--- src/design/xrde_pkg.sv ---
package xrde_pkg;
  localparam int POOL_MAX = 64;
  localparam int UUID_CHARS = 36;
  localparam int MAX_RESULTS = 64;
  localparam int PIDX_W = $clog2(POOL_MAX);

  localparam logic [1:0] KIND_SEED = 2'd0;
  localparam logic [1:0] KIND_RANGE = 2'd1;
  localparam logic [1:0] KIND_UUID = 2'd2;
  localparam logic [1:0] KIND_PICK = 2'd3;

  typedef struct packed {
    logic        start;
    logic [32:0] lo;
    logic [32:0] hi;
  } draw_req_t;

  typedef struct packed {
    logic        done;
    logic [31:0] value;
  } draw_rsp_t;

  function automatic logic [7:0] hex_char(input logic [3:0] d);
    hex_char = (d < 4'd10) ? (8'h30 + {4'd0, d}) : (8'h57 + {4'd0, d});
  endfunction
endpackage

--- src/design/xrde_draw.sv ---
// Draw unit: advances the generator and scales the draw onto lo..hi with one
// shared 32x33 multiplier, used for the low and then the high half of x.
module xrde_draw import xrde_pkg::*; (
  input  logic        clk,
  input  logic        rst,
  input  logic        seed_load,
  input  logic [31:0] seed_a,
  input  logic [31:0] seed_b,
  input  draw_req_t   req,
  output draw_rsp_t   rsp
);
  logic [63:0] w1, w2, x;
  logic [32:0] lo, m;
  logic        neg;
  logic [1:0]  phase;
  logic        busy;
  logic [63:0] p1, p2;
  logic [63:0] prod;
  logic [33:0] span;
  logic [63:0] t;
  logic [64:0] mid;
  logic [64:0] top;
  logic [32:0] q;
  logic [32:0] r;

  assign span = {req.hi[32], req.hi} - {req.lo[32], req.lo};
  assign t = w2 ^ w1;
  assign prod = {32'd0, (phase == 2'd0) ? x[31:0] : x[63:32]} * {31'd0, m};
  assign mid = {33'd0, p1[63:32]} + {33'd0, p2[31:0]};
  assign top = {1'b0, p2[63:32]} + {32'd0, mid[64:32]};
  assign q = top[32:0] + {32'd0, mid[31]};
  assign r = lo + (neg ? (33'd0 - q) : q);

  always_ff @(posedge clk) begin
    rsp.done <= 1'b0;
    if (rst) begin
      w1 <= '0;
      w2 <= '0;
      busy <= 1'b0;
      phase <= '0;
    end else if (seed_load) begin
      w1 <= {32'd0, seed_a};
      w2 <= {32'd0, seed_b};
    end else if (req.start) begin
      x <= w1 + w2;
      w1 <= {w1[8:0], w1[63:9]} ^ t ^ (t << 14);
      w2 <= {t[27:0], t[63:28]};
      lo <= req.lo;
      neg <= span[33];
      m <= span[33] ? (33'd0 - span[32:0]) : span[32:0];
      phase <= 2'd0;
      busy <= 1'b1;
    end else if (busy) begin
      unique case (phase)
        2'd0: begin p1 <= prod; phase <= 2'd1; end
        2'd1: begin p2 <= prod; phase <= 2'd2; end
        default: begin
          rsp.value <= r[31:0];
          rsp.done <= 1'b1;
          busy <= 1'b0;
        end
      endcase
    end
  end
endmodule

--- src/design/xoroshiro_random_draw_engine.sv ---
// Channel | Direction | Handshake       | Payload
// in      | input     | valid / stall   | kind, seeds, range, pool_size, count_wanted
// out     | output    | out_valid/out_stall | value, last, error
// Each draw runs in the draw unit and the item is then handed off. A pick fills the
// pool one entry a cycle, then per pick draws and closes the gap one entry a cycle.
// Reset is synchronous. stall refuses new input while a request is in progress or
// a result item waits in the output register.
module xoroshiro_random_draw_engine import xrde_pkg::*; (
  input  logic        clk,
  input  logic        rst,
  input  logic        valid,
  output logic        stall,
  input  logic [1:0]  kind,
  input  logic [31:0] seed_first,
  input  logic [31:0] seed_second,
  input  logic signed [31:0] range_low,
  input  logic signed [31:0] range_high,
  input  logic [6:0]  pool_size,
  input  logic [6:0]  count_wanted,
  output logic        out_valid,
  input  logic        out_stall,
  output logic signed [31:0] value,
  output logic        last,
  output logic        error
);
  localparam logic [2:0] S_IDLE = 3'd0;
  localparam logic [2:0] S_NEXT = 3'd1;
  localparam logic [2:0] S_WAIT = 3'd2;
  localparam logic [2:0] S_FILL = 3'd3;
  localparam logic [2:0] S_SHIFT = 3'd4;
  localparam logic [2:0] S_EMIT = 3'd5;

  logic [2:0] state;
  logic [1:0] rkind;
  logic [31:0] rlo, rhi;
  logic [6:0] total, done_cnt, psize, remaining;
  logic [5:0] pos;
  logic [PIDX_W-1:0] gap;
  logic [PIDX_W-1:0] pool [POOL_MAX];
  logic [31:0] pend;
  logic pend_last;
  logic seed_load;
  draw_req_t req;
  draw_rsp_t rsp;
  logic [6:0] cnt_sat;
  logic [6:0] pick_idx;
  logic uuid_end;

  assign stall = (state != S_IDLE) || out_valid;
  assign seed_load = valid && !stall && kind == KIND_SEED;
  assign cnt_sat = (count_wanted > 7'(MAX_RESULTS)) ? 7'(MAX_RESULTS) : count_wanted;
  assign pick_idx = (rsp.value[6:0] >= remaining || rsp.value[31:7] != '0)
                    ? remaining - 7'd1 : rsp.value[6:0];
  // The final UUID character is always a drawn digit.
  assign uuid_end = (rkind == KIND_UUID) && (pos == 6'd35);

  xrde_draw u_draw (
    .clk(clk), .rst(rst), .seed_load(seed_load),
    .seed_a(seed_first), .seed_b(seed_second), .req(req), .rsp(rsp)
  );

  always_comb begin
    req.start = (state == S_NEXT) && !out_valid && !(rkind == KIND_UUID &&
                (pos == 6'd8 || pos == 6'd13 || pos == 6'd14 || pos == 6'd18 ||
                 pos == 6'd23));
    req.lo = {rlo[31], rlo};
    req.hi = {rhi[31], rhi};
  end

  always_ff @(posedge clk) begin
    if (rst) begin
      state <= S_IDLE;
      out_valid <= 1'b0;
    end else begin
      if (out_valid && !out_stall) out_valid <= 1'b0;
      unique case (state)
        S_IDLE: if (valid && !stall) begin
          rkind <= kind;
          done_cnt <= '0;
          pos <= '0;
          rlo <= range_low;
          rhi <= range_high;
          error <= 1'b0;
          unique case (kind)
            KIND_SEED: begin
              value <= '0; last <= 1'b1; out_valid <= 1'b1;
            end
            KIND_RANGE: begin
              total <= cnt_sat;
              if (cnt_sat != '0) state <= S_NEXT;
            end
            KIND_UUID: begin
              total <= 7'(UUID_CHARS);
              rlo <= '0; rhi <= 32'd15;
              state <= S_NEXT;
            end
            default: begin
              total <= count_wanted;
              psize <= pool_size;
              if (count_wanted != '0) begin
                if (pool_size > 7'(POOL_MAX) || count_wanted > pool_size) begin
                  value <= '0; last <= 1'b1; error <= 1'b1; out_valid <= 1'b1;
                end else begin
                  remaining <= '0;
                  state <= S_FILL;
                end
              end
            end
          endcase
        end
        S_FILL: begin
          pool[remaining[PIDX_W-1:0]] <= remaining[PIDX_W-1:0];
          remaining <= remaining + 7'd1;
          if (remaining + 7'd1 == psize) begin
            rlo <= '0;
            rhi <= {25'd0, psize} - 32'd1;
            state <= S_NEXT;
          end
        end
        S_NEXT: if (!out_valid) begin
          if (req.start) state <= S_WAIT;
          else begin
            value <= (pos == 6'd14) ? 32'h34 : 32'h2d;
            last <= 1'b0;
            out_valid <= 1'b1;
            pos <= pos + 6'd1;
            rhi <= (pos == 6'd18) ? 32'd3 : 32'd15;
          end
        end
        S_WAIT: if (rsp.done) begin
          last <= (done_cnt + 7'd1 == total) || uuid_end;
          done_cnt <= done_cnt + 7'd1;
          if (rkind == KIND_PICK) begin
            gap <= pick_idx[PIDX_W-1:0];
            value <= {26'd0, pool[pick_idx[PIDX_W-1:0]]};
            state <= S_SHIFT;
          end else begin
            // The variant digit is one of 8, 9, a, b.
            if (rkind == KIND_UUID)
              value <= (pos == 6'd19)
                       ? {24'd0, (rsp.value[1] ? 8'h61 : 8'h38) + {7'd0, rsp.value[0]}}
                       : {24'd0, hex_char(rsp.value[3:0])};
            else
              value <= rsp.value;
            out_valid <= 1'b1;
            pos <= pos + 6'd1;
            rhi <= (pos == 6'd18) ? 32'd3 : 32'd15;
            if (rkind == KIND_RANGE) rhi <= rhi;
            state <= (done_cnt + 7'd1 == total || uuid_end) ? S_IDLE : S_NEXT;
          end
        end
        S_SHIFT: begin
          if ({1'b0, gap} + 7'd1 < remaining) begin
            pool[gap] <= pool[gap + PIDX_W'(1)];
            gap <= gap + PIDX_W'(1);
          end else begin
            remaining <= remaining - 7'd1;
            rhi <= {25'd0, remaining} - 32'd2;
            state <= S_EMIT;
          end
        end
        S_EMIT: begin
          out_valid <= 1'b1;
          state <= last ? S_IDLE : S_NEXT;
        end
        default: state <= S_IDLE;
      endcase
    end
  end
endmodule
--- config.mk ---
export PLATFORM = sky130hd
export DESIGN_NAME = xoroshiro_random_draw_engine
export DESIGN_NICKNAME = d
export VERILOG_FILES = /design/src/design/xrde_pkg.sv /design/src/design/xrde_draw.sv /design/src/design/xoroshiro_random_draw_engine.sv
export SDC_FILE = /design/constraint.sdc
export NUM_CORES = 2
export LEC_CHECK = 0
export BUFFER_PORTS_ARGS = -buffer_cell sky130_fd_sc_hd__buf_2
export CAP_MARGIN = 20
export CORE_AREA = 2 2 405 407
export CTS_BUF_LIST = sky130_fd_sc_hd__clkbuf_8 sky130_fd_sc_hd__clkbuf_16
export CTS_CLUSTER_SIZE = 10
export DETAILED_ROUTE_END_ITERATION = 10
export DIE_AREA = 0 0 407 409
export PLACE_DENSITY = 0.68
export SYNTH_ARGS = -nofsm -noshare
export SYNTH_HDL_FRONTEND = slang
export SYNTH_SLANG_ARGS = --single-unit
--- constraint.sdc ---
create_clock -name clk -period 9.9 [get_ports clk]
set_input_delay 1.485 -clock clk [delete_from_list [all_inputs] [get_ports clk]]
set_output_delay 1.485 -clock clk [all_outputs]
set_load 0.1 [all_outputs]
# After elaboration in Yosys (flattened, before gate mapping)
# Memories as Yosys holds them, arrays and structs flattened.
# Index checks and enable logic that the tools add are counted.
[totals] regBits=566 latch_bits=0 mem_bits_rw=384 rom_bits=0 in_bits=148 out_inout_bits=36 wordCells=273 mem_count=1
[op_classes] add_sub_neg=19 multipliers=1 div=0 magnitude_cmp=6 eq_ne=41 shift=0 n_mux=108 bitwise=11 n_reduce_logical=58
[mem_list] memory="pool" words=64 width=6 read_ports=2 rd_clocked_by_memory_dff=0 wr=1 line_no="xoroshiro_random_draw_engine.sv:39" rtl="logic [PIDX_W-1:0] pool [POOL_MAX];"
[op_table] cell="32-bit 2-to-1 mux" count=26
[op_table] cell="64-bit XOR" count=3
[op_table] cell="32-bit one-hot mux with 5 select lines" count=1
[op_table] cell="32-bit one-hot mux with 2 select lines" count=2
[op_table] cell="32-bit one-hot mux with 3 select lines" count=1
[op_table] cell="33-bit 2-to-1 mux" count=2
[op_table] cell="6-bit 2-to-1 mux" count=11
[op_table] cell="32-bit adder" count=2
[op_table] cell="64-bit adder" count=1
[op_table] cell="32-bit by 33-bit multiplier with 64-bit output" count=1
[op_table] cell="7-bit 2-to-1 mux" count=9
[op_table] cell="7-bit one-hot mux with 3 select lines" count=2
[op_table] cell="32-bit by 32-bit adder with 33-bit output" count=1
[op_table] cell="1-bit by 33-bit subtractor with 33-bit output, first input constant" count=1
[op_table] cell="32-bit by 32-bit subtractor with 33-bit output" count=1
[op_table] cell="32-bit by 1-bit adder with 32-bit output" count=1
[op_table] cell="1-bit by 32-bit subtractor with 32-bit output, first input constant" count=1
[op_table] cell="3-bit 2-to-1 mux" count=10
[op_table] cell="2-bit != test, second input constant" count=15
[op_table] cell="1-bit 2-to-1 mux" count=28
[op_table] cell="25-bit nonzero test" count=1
[op_table] cell="10-bit AND reduction" count=2
[op_table] cell="5-bit AND reduction" count=4
[op_table] cell="6-bit by 4-bit equality test with 1-bit output, second input constant" count=3
[op_table] cell="other kinds (56)" count=115

# Longest topological paths before layout
[depth] word_depth=11 ltp_mapped=36 depth_no_buf=34

# Hierarchy
# A second synthesis with hierarchy kept.
[hier_totals] cells_unflattened=8260 area_unflattened_um2=85248.0
[by_module_without_submodules] module="xrde_draw" instances=1 cells_per_inst=6288 area_each_um2=58374.7 seq_area_each_um2=10390.0
[by_module_without_submodules] module="xoroshiro_random_draw_engine" instances=1 cells_per_inst=1972 area_each_um2=26873.3 seq_area_each_um2=15815.2

# Worst setup path before layout
# No wires, ideal clock.
[synth_path] path_type="register to register" start="register u_draw.phase[0]" end="register u_draw.p1[63] (data pin)" setup_ns=0.273 arrival_ns=8.193 required_time_ns=9.627 setup_slack_ns=1.434 stages_incl_launch_ff=29 n_path_buf=2 period_less_slack_ns=8.466 path_cell_list="dfxtp_1 nor2_1 clkbuf_1 mux2_2 clkbuf_1 and2_1 fa_1 inv_1 fa_1 fa_1 fa_1 inv_1 fa_1 fa_1 fa_1 inv_1 fa_1 inv_1 ha_1 nand4_1 nor3_1 a41oi_1 o21ai_1 a31oi_1 o31ai_1 a21oi_1 o31ai_1 mux2i_1 nand4_1"
[synth_between] elab_chain_cells=3
[synth_lines] item="start: declaration" line_no="xrde_draw.sv:15" rtl="logic [1:0] phase;"
[synth_lines] item="start signal: assignment" line_no="xrde_draw.sv:40" rtl="phase <= '0;"
[synth_lines] item="start signal: assignment" line_no="xrde_draw.sv:51" rtl="phase <= 2'd0;"
[synth_lines] item="start signal: assignment" line_no="xrde_draw.sv:55" rtl="2'd0: begin p1 <= prod; phase <= 2'd1; end"
[synth_lines] item="2-bit zero test" line_no="xrde_draw.sv:28" rtl="assign prod = {32'd0, (phase == 2'd0) ? x[31:0] : x[63:32]} * {31'd0, m};"
[synth_lines] item="32-bit 2-to-1 mux" line_no="xrde_draw.sv:28"
[synth_lines] item="32-bit by 33-bit multiplier with 64-bit output" line_no="xrde_draw.sv:28"
[synth_lines] item="via u_draw.prod[63]" line_no="xrde_draw.sv:18" rtl="logic [63:0] prod;"
[synth_lines] item="end signal: assignment" line_no="xrde_draw.sv:55"
[synth_lines] item="end: declaration" line_no="xrde_draw.sv:17" rtl="logic [63:0] p1, p2;"
# The timed path passes the listed nets, and every way through them passes these cells.
# A chain may end at the register's enable or synchronous reset.

# Final worst setup path
[layout_path] start="register u_draw.phase[1]" end="register u_draw.p1[60] (data pin)"
# Same word-level chain as after synthesis.

==> results.json <==
{
  "status": "completed",
  "slew_headroom_pct": 21.7,
  "maxCapViolCount": 0,
  "core_sq_um": 162000,
  "holdPathStages": 0,
  "port_buffers": 183,
  "cts_resized": 0,
  "yosys_most_used_dff": "edfxtp_1",
  "synth_area_sq_um": 83600,
  "ys_seq_area_share_pct": 31.3,
  "yosys_warnings": 0,
  "drc": 0,
  "tns_ns": 0,
  "layout_min_cycle_time_ns": 9.35,
  "multiInputGateArea_sq_um": 52000,
  "clockRootBuffer": "clkbuf_16",
  "drt-initial-drc-count": 6175,
  "cp.depth": 30,
  "wirelength_um": 248000,
  "seq_area_sq_um": 26200,
  "htreeDepth": 3,
  "crit_fanout": 33,
  "drive_above_1_share_pct": 9.45,
  "grt_pass1_wl_um": 380000,
  "hold_viol_final": 0,
  "cts_setup_buffers": 0,
  "ff2ff_setup_slack_ns": 0.55,
  "clock-sinks": 918,
  "initial_core_util_pct": 51.6,
  "synth_enable_flop_cells": 782,
  "holdBufCountCts": 0,
  "crit_family": "adder cells",
  "hpwl_um": 190000,
  "worstSetupEndpointType": "register",
  "max-clock-path-buffers": 3,
  "die_w_um": 407,
  "die_area_sq_um": 166000,
  "worstPathBufferInverterCount": 7,
  "hold_end": "u_draw.lo[5]",
  "tritoncts": "done",
  "cts_made_buffers": 107,
  "grt_max_degree": 84,
  "die_height_um": 409,
  "ys_types": 96,
  "num-nets-final": 9558,
  "fin_skew_ns": 0.0790,
  "pin_count": 184,
  "row_count": 148,
  "slew_violations": 0,
  "path_class": "register to register",
  "setup_viol": 0,
  "required_ns": 10.38,
  "final_antenna_net_count": 0,
  "gp_congestion": 0.977,
  "startpoint_type": "register",
  "max_slew.worst_pin.slew_ns": 1.16,
  "rr_startpoint": "u_draw.phase[1]",
  "postSynthCellCount": 8038,
  "rsz0062_at_grt": "no",
  "routed-via-count": 61200,
  "viasPerCell": 5.96,
  "area_growth_pct": 7.74,
  "crit_slowest_cell": "mux2_2",
  "grt_pass1_vias": 62800,
  "syn-num-nets": 9571,
  "syn_area_per_cell_sq_um": 10.4,
  "max_freq_mhz": 107,
  "max_stage_delay_ns": 0.65,
  "cp_common_cell": "fa_1",
  "ys_ff_latch": 918,
  "min_period_over_period_pct": 94.4,
  "r2r_end": "u_draw.p1[60]",
  "worstHoldPathType": "register to register",
  "overflow": 0,
  "firstDrtPassIters": 6,
  "cp.arrival_ns": 9.83,
  "crit_path_start": "u_draw.phase[1]",
  "clkTransAtPathRegs_ns": 0.06,
  "clkLatencyLatePin_ns": 0.78,
  "antenna_found_initial": 18,
  "async_flop_share_pct": 0,
  "rr_worst_depth": 30,
  "grt_util_all_layers_pct": 30.2,
  "fillers": 13800,
  "hp-start": "rlo[5]",
  "avgRoutedWirePerCell_um": 24.2
}
## cell type report
| type | instances | area share [%] |
|---|---|---|
| inverters | 1049 | 4.37 |
| repair buffers | 337 | 2.40 |
| diodes | 8 | 0.0222 |
| clock inverters | 50 | 0.428 |
| flip-flops and latches | 918 | 29.1 |
| clock buffers | 109 | 3.00 |
| well taps | 2175 | 3.02 |
| multi-input cells | 5612 | 57.7 |
## how the worst max path moves through the flow
stage,to
after floorplan,u_draw.p1[63]
after global placement,u_draw.p2[63]
after detailed placement,u_draw.p1[63]
after CTS,u_draw.p2[63]
after global routing,u_draw.p2[63]
final,u_draw.p1[60]
## flip-flops by register name (all words and copies together) (netlist names), 32 cells and up
| signal | count |
|---|---|
| pool | 384 |
| u_draw.p2 | 64 |
| u_draw.w1 | 64 |
| u_draw.w2 | 64 |
| u_draw.x | 64 |
| u_draw.m | 33 |
| u_draw.rsp | 33 |
| rhi | 32 |
| rlo | 32 |
| u_draw.lo | 32 |
| u_draw.p1 | 32 |
| value | 32 |
## synthesized netlist by cell type, drive strengths merged (9+ instances only)
| library cell | count | area share [%] |
|---|---|---|
| o21a | 27 | 0.24 |
| nand2 | 1197 | 5.4 |
| and3 | 63 | 0.47 |
| nor3 | 91 | 0.56 |
| a41oi | 9 | 0.094 |
| and2 | 516 | 3.9 |
| and4 | 9 | 0.094 |
| nor2b | 44 | 0.33 |
| o31a | 12 | 0.13 |
| nor2 | 285 | 1.3 |
| a221oi | 21 | 0.22 |
| dfxtp | 136 | 3.3 |
| o22ai | 16 | 0.12 |
| a31o | 9 | 0.094 |
| nor3b | 9 | 0.081 |
| mux4 | 190 | 5.1 |
| a22oi | 27 | 0.24 |
| nand4 | 44 | 0.33 |
| edfxtp | 782 | 28 |
| buf | 46 | 0.28 |
| o211ai | 21 | 0.19 |
| a211oi | 28 | 0.26 |
| a31oi | 43 | 0.32 |
| inv | 1048 | 4.7 |
| mux2 | 42 | 0.57 |
| or2 | 10 | 0.078 |
| o21bai | 32 | 0.29 |
| nand2b | 30 | 0.22 |
| a2111oi | 9 | 0.094 |
| clkbuf | 413 | 1.9 |
| nor4 | 25 | 0.19 |
| or3 | 19 | 0.15 |
| nand3 | 122 | 0.74 |
| ha | 456 | 6.8 |
| xnor2 | 322 | 3.4 |
| a21oi | 323 | 1.9 |
| a21o | 124 | 1.1 |
| a311oi | 64 | 0.67 |
| xor2 | 108 | 1.1 |
| mux2i | 43 | 0.52 |
| o21ai | 180 | 1.1 |
| o31ai | 21 | 0.20 |
| fa | 929 | 22 |
| a21boi | 9 | 0.081 |
## cells in the final DEF (no fill, tap or decap), drive strengths merged, types with 42 or more instances in the layout
cell | Yosys | layout
a21oi | 323 | 323
a31oi | 43 | 43
a21o | 124 | 124
inv | 1048 | 1080
mux2 | 42 | 42
nor2 | 285 | 285
mux2i | 43 | 43
nand3 | 122 | 122
xor2 | 108 | 108
ha | 456 | 456
mux4 | 190 | 190
xnor2 | 322 | 322
nor2b | 44 | 44
nor3 | 91 | 91
nand4 | 44 | 44
and3 | 63 | 63
nand2 | 1197 | 1197
a311oi | 64 | 64
clkbuf | 413 | 111
edfxtp | 782 | 782
and2 | 516 | 516
o21ai | 180 | 180
fa | 929 | 929
dfxtp | 136 | 136
buf | 46 | 335
## metal layers
layer	track usage (%)	up-vias	share of wire, %	routed length, um
met5	0	-	0.043	107
met4	13.8	14	5.1	12800
met3	5.94	665	8.9	22200
met2	48.3	2889	47	117000
met1	39.7	30900	39	96500
li1	-	26700	-	-
## logic make-up after synthesis
logic type      synth area share [%]
simple gates                    14.0
mux                             6.20
compound gates                  8.08
fa+ha+maj                       29.1
xor+xnor                        4.51
buf+inv                         6.84
flops                           31.3
## worst register-to-register path: cells and delay by family, from the launching register on
family                   cells  cell delay (ns)
flip-flops                   1             0.36
multiplexers                 1             0.65
buffers and inverters        7             0.76
XOR/XNOR                     1             0.16
AND/OR/NAND/NOR              2             0.81
adder cells (fa/ha/maj)      9             3.93
AO/OA/AOI/OAI               10             2.44
## metrics by stage
stage	utilization (%)	instances	hold WS, ns	area, sq um	setup slack [ns]
2_1_floorplan	-	8038	0.426	83600	1.43
3_3_place_gp	53.5	10100	0.437	86700	0.420
3_5_place_dp	53.6	10100	0.438	86900	0.373
4_1_cts	55.5	10200	0.448	90000	0.395
5_1_grt	55.6	10300	0.463	90100	0.0776
6_report	55.6	10300	0.449	90100	0.552
Power is not shown: default switching activity piles up to over one toggle a cycle in this logic, so the estimate is an artifact.
